===== src/rtl/core/cacfar_pkg.sv =====
// Shared constants and types of the cell-averaging CFAR detector.
package cacfar_pkg;

  localparam int GAIN_W     = 16;
  localparam int MAXDET_W   = 6;
  localparam int BIN_W      = 10;
  localparam int CFG_IDX_W  = 1;
  localparam int CFG_DATA_W = 16;

  localparam logic [GAIN_W-1:0]   GAIN_RST   = 16'd768;
  localparam logic [MAXDET_W-1:0] MAXDET_RST = 6'd10;

  // Configuration register indexes
  typedef enum logic [CFG_IDX_W-1:0] {
    CFG_GAIN_Q8 = 1'b0,
    CFG_MAX_DET = 1'b1
  } cfg_idx_e;

  // Per-beat control that travels with the window snapshot
  typedef struct packed {
    logic             tested;
    logic             frame_end;
    logic [BIN_W-1:0] cut_bin;
  } win_ctrl_t;

  // Result beat payload
  typedef struct packed {
    logic                cell_tested;
    logic                detected;
    logic                dropped;
    logic [BIN_W-1:0]    cut_bin;
    logic [MAXDET_W-1:0] detection_count;
    logic                frame_done;
  } det_t;

endpackage


===== src/rtl/core/cacfar_window.sv =====
// Delay line, running training sums and frame position of the CFAR detector.
module cacfar_window
  import cacfar_pkg::*;
#(
  parameter int TRAIN_CELLS = 8,
  parameter int GUARD_CELLS = 2,
  parameter int MAX_BINS    = 1024,
  parameter int MAG_BITS    = 24,
  localparam int SUM_W      = MAG_BITS + $clog2(TRAIN_CELLS + 1)
) (
  input  logic                clk_i,
  input  logic                rst_ni,
  input  logic                in_valid_i,
  output logic                in_ready_o,
  input  logic [MAG_BITS-1:0] magnitude_i,
  input  logic                frame_end_i,
  output logic                out_valid_o,
  input  logic                out_ready_i,
  output win_ctrl_t           ctrl_o,
  output logic [MAG_BITS-1:0] cut_o,
  output logic [SUM_W-1:0]    lead_o,
  output logic [SUM_W-1:0]    lag_o
);

  localparam int WIN_LEN = 2 * TRAIN_CELLS + 2 * GUARD_CELLS + 1;
  localparam int POS_W   = $clog2(MAX_BINS + 1);
  localparam int CUT_OFS = TRAIN_CELLS + GUARD_CELLS;

  logic [MAG_BITS-1:0] win_q [WIN_LEN];
  logic [SUM_W-1:0]    lead_q, lead_d;
  logic [SUM_W-1:0]    lag_q, lag_d;
  logic [POS_W-1:0]    pos_q, pos_d;
  logic [MAG_BITS-1:0] cut_q;
  win_ctrl_t           ctrl_q, ctrl_d;
  logic                valid_q;
  logic                accept;
  logic                in_range;

  assign in_ready_o = !valid_q || out_ready_i;
  assign accept     = in_valid_i && in_ready_o;
  assign in_range   = pos_q < POS_W'(MAX_BINS);

  // Slide the training sums: the newest sample enters the leading side and
  // the sample crossing the window edge leaves the lagging side
  assign lead_d = lead_q + SUM_W'(magnitude_i) - SUM_W'(win_q[TRAIN_CELLS-1]);
  assign lag_d  = lag_q + SUM_W'(win_q[WIN_LEN-TRAIN_CELLS-1])
                - SUM_W'(win_q[WIN_LEN-1]);

  // Decide test and position for this beat
  always_comb begin
    ctrl_d.tested    = in_range && (pos_q >= POS_W'(WIN_LEN - 1));
    ctrl_d.frame_end = frame_end_i;
    ctrl_d.cut_bin   = ctrl_d.tested ? BIN_W'(pos_q - POS_W'(CUT_OFS)) : '0;
    if (frame_end_i) begin
      pos_d = '0;
    end else if (in_range) begin
      pos_d = pos_q + POS_W'(1);
    end else begin
      pos_d = pos_q;
    end
  end

  // Advance window and sums on every beat that falls inside the frame limit
  always_ff @(posedge clk_i or negedge rst_ni) begin
    if (!rst_ni) begin
      for (int k = 0; k < WIN_LEN; k++) begin
        win_q[k] <= '0;
      end
      lead_q  <= '0;
      lag_q   <= '0;
      pos_q   <= '0;
      valid_q <= 1'b0;
    end else begin
      if (in_ready_o) begin
        valid_q <= in_valid_i;
      end
      if (accept) begin
        pos_q <= pos_d;
        if (in_range) begin
          for (int k = 1; k < WIN_LEN; k++) begin
            win_q[k] <= win_q[k-1];
          end
          win_q[0] <= magnitude_i;
          lead_q   <= lead_d;
          lag_q    <= lag_d;
        end
      end
    end
  end

  // Hold the cell under test and control for the next stage
  always_ff @(posedge clk_i) begin
    if (accept) begin
      ctrl_q <= ctrl_d;
      cut_q  <= win_q[CUT_OFS-1];
    end
  end

  assign out_valid_o = valid_q;
  assign ctrl_o      = ctrl_q;
  assign cut_o       = cut_q;
  assign lead_o      = lead_q;
  assign lag_o       = lag_q;

endmodule


===== config.mk =====
export PLATFORM = sky130hd
export DESIGN_NAME = cacfar_window
export DESIGN_NICKNAME = d
export VERILOG_FILES = /design/src/rtl/core/cacfar_pkg.sv /design/src/rtl/core/cacfar_window.sv
export SDC_FILE = /design/constraint.sdc
export NUM_CORES = 1
export LEC_CHECK = 0
export BUFFER_PORTS_ARGS = -buffer_cell sky130_fd_sc_hd__buf_2
export CAP_MARGIN = 20
export CORE_ASPECT_RATIO = 0.8
export CORE_MARGIN = 3
export CORE_UTILIZATION = 48
export DETAILED_ROUTE_END_ITERATION = 12
export PLACE_DENSITY = 0.67
export SETUP_SLACK_MARGIN = 0.05
export SYNTH_ARGS = -nofsm -noshare
export SYNTH_HDL_FRONTEND = slang
export SYNTH_SLANG_ARGS = --single-unit

===== constraint.sdc =====
create_clock -name clk_i -period 2.8 [get_ports clk_i]
set_input_delay 0.42 -clock clk_i [delete_from_list [all_inputs] [get_ports clk_i]]
set_output_delay 0.42 -clock clk_i [all_outputs]
set_load 0.01 [all_outputs]

==> impl_metrics.yaml <==
synth:
  ys.flop_type: "dfrtp_1"
  synth_edf_count: 36
  avgSynthCellArea_um2: 8.97
  yosysSeqAreaShare: 0.579
  syn-cell-area_um2: 26600
  yosysWarnings: 0
  synth.area.top_cells: "dfrtp_1 (54%), nand2_1 (21%), edfxtp_1 (4.1%), fa_1 (3.6%), inv_1 (3.0%)"
  ys_types: 53
  netlist_instances: 2964
  yosysTopAreaCell: "dfrtp_1"
  async_reset_ff_frac: 0.941
  ys_seq_elements: 608
  synth_top_area_share: 0.538
  synth.net_count: 3100
drt:
  via_count: 20130
  first_iter_violations: 1365
  vias_per_cell: 4.96
  dr.pass1.iters: 5
  wl_mm: 62.3
  wl_per_cell_um: 15.4
  drc: 0
  final_antenna_net_count: 0
timing:
  rsz0062_at_grt: "yes"
  post-route-period-util: 1.07
  timing.final.ws_setup_ps: -199
  setup_viol: 26
  maxSlewViolCount: 0
  slew_headroom: 0.533
  layout_min_cycle_time_ps: 3000
  tightest_slew_ps: 700
  report.final.hold_viol_count: 0
  skew_ps: 11.8
  max_freq_mhz: 333
clocking:
  clkLatencyLatePin_ps: 640
  clock_path_buffers: 3
  cts_tree: "yes"
  clkTransAtPathRegs_ps: 60
  cts.htree.levels: 2
  clk_root_buffer_cell: "clkbuf_16"
  cts_sinks: 608
  cts_buffers: 58
cells_and_area:
  syn_to_final_growth_pct: 22.5
  fin_nets: 3403
  diodes: 0
  postLayoutCoreUtil: 0.600
  final_common_cell: "nand2_1"
  fin_cells: 4055
  layout-drive-gt1-share: 0.182
  layout_common_cells: "nand2_1 (1450), dfrtp_1 (569), buf_4 (214)"
die:
  dieArea_um2: 58300
  rows: 76
  ios: 123
  start_util: 0.490
  core-area_um2: 54300
  die_h_um: 217
  fp.dieW_um: 269
power:
  p_total_mw: 40.6
  clkPwrFrac: 0.204
  internal_power_mw: 25.7
  p_sw_mw: 15.0
  peakVddDrop_v: 0.000633
  pwr-share-seq: 0.308
  p_sw_frac: 0.368
  leakagePower_nw: 17.6
  power_frac_comb: 0.488
  power_density_nw_per_um2: 1250
setup_path:
  crit_type: "reg -> reg"
  crit_path_start_kind: "flop"
  end_kind: "flop"
  ff2ff_path_depth: 13
  reg2reg_slack_ps: -200
  worstPathRequired_ps: 3300
  worstPathMaxFanout: 4
  timing.rr.end: "lead_o[20]"
  timing.rr.start: "win_q[313]"
  worstPathArrival_ps: 3490
grt:
  antenna_found_initial: 0
  grt_pass1_vias: 19731
  grt_util_all_layers: 0.217
  grt_pass1_wl_mm: 103
  grt_start_max_net_pins: 145
  gr-total-overflow: 0
place:
  place_congestion: 0.891
  dp_cells: 3900
  port_buffers: 122
  dp_slack_ps: -453
  place_hpwl_mm: 41.5
status:
  status: "complete, but fails checks"
  violations: "negative setup slack"
hold_path:
  hp-start: "out_ready_i"
  hold_end: "out_valid_o"
  hp-class: "in -> reg"
  holdPathStages: 3
flow_run:
  maxCapViolCount: 0
cells in the mapped netlist, drive strengths merged (4+ instances only):
library cell and count:
nand3 9, or3 4, nand2b 13, a31oi 4, buf 9, o21a 4, o21bai 8, nor3 10
o31ai 7, nor2 48, edfxtp 36, a211oi 8, o21ai 152, nand2 1454, nor2b 9, xnor2 34
o211ai 4, a21oi 48, nand4 9, inv 213, clkbuf 123, fa 48, ha 59, dfrtp 572
a21o 23, xor2 25
how the worst max path moves through the flow:
stage | start | endpoint | slack [ps] | cells after the start
6_report | win_q[313] | lead_o[20] | -200 | 13
3_3_place_gp | magnitude_i[1] | lead_o[26] | -430 | 15
2_1_floorplan | lead_o[1] | lead_o[26] | -140 | 13
3_5_place_dp | magnitude_i[1] | lead_o[26] | -450 | 15
5_1_grt | win_q[315] | lead_o[23] | -380 | 12
4_1_cts | win_q[313] | lead_o[20] | -200 | 13
per-layer routing:
layer,vias up,global-route usage,share of wire
li1,9790,-,-
met1,9842,0.341,0.51
met2,424,0.317,0.43
met3,74,0.0371,0.053
met4,0,0.0416,0.014
met5,-,0,0
worst max-delay path, cell delays in order (launching register included):
cell and delay, ps:
dfrtp_1 400, fa_1 570, inv_2 50, fa_2 370, a21o_1 180, a21oi_2 150, o21a_1 140, o211a_1 210
o31ai_4 80, a211oi_2 210, buf_4 170, buf_4 110, xor2_1 150, o21ai_1 70
cells by family after synthesis:
| logic type | Yosys count | synth area share |
|---|---|---|
| AND/OR/NAND/NOR | 1569 | 0.227 |
| flip-flops | 608 | 0.579 |
| buffers and inverters | 345 | 0.0488 |
| AO/OA/AOI/OAI | 276 | 0.0617 |
| adder cells (fa/ha/maj) | 107 | 0.0639 |
| XOR/XNOR | 59 | 0.0194 |
power groups by stage:
stage               clock [mW]  sequential, mW  combinational [mW]
floorplan                    0            12.4                10.0
finish                    8.29            12.5                19.8
global placement             0            12.5                16.0
CTS                       8.48            12.5                17.9
global route              8.86            12.8                21.9
detailed placement           0            12.6                16.3
through the flow:
stage / area, µm² / TNS (ps) / hold slack [ps]
after floorplan: 26800 / -344 / 124
after global placement: 29700 / -6010 / 445
after detailed placement: 29700 / -7550 / 448
after CTS: 32100 / -2350 / 51.2
after global routing: 32600 / -7340 / 88.0
final: 32600 / -3070 / 85.1
flip-flops by register name (all words and copies together), names as in the netlist:
name,count
out_valid_o,1
pos_q,11
ctrl_o,12
lead_o,28
lag_o,28
win_q,504
cut_o,24
final cells by class:
type                       count  area [µm²]
sequential                   608       15400
timing repair buffer         375        2850
multi-input combinational   2011       10600
clock buffer                  82        1650
tap                          741         927
clock inverter                25         370
fill                        4565       21700
inverter                     213         800
what timing repair did:
action	CTS	global route
pin swaps	60	59
endpoints found under the setup margin	34	42
gates cloned	0	0
endpoints found under the hold margin	51	0
setup buffers	24	25
resized for setup	75	90
hold buffers	4	0
(Power assumes the default switching activity.)
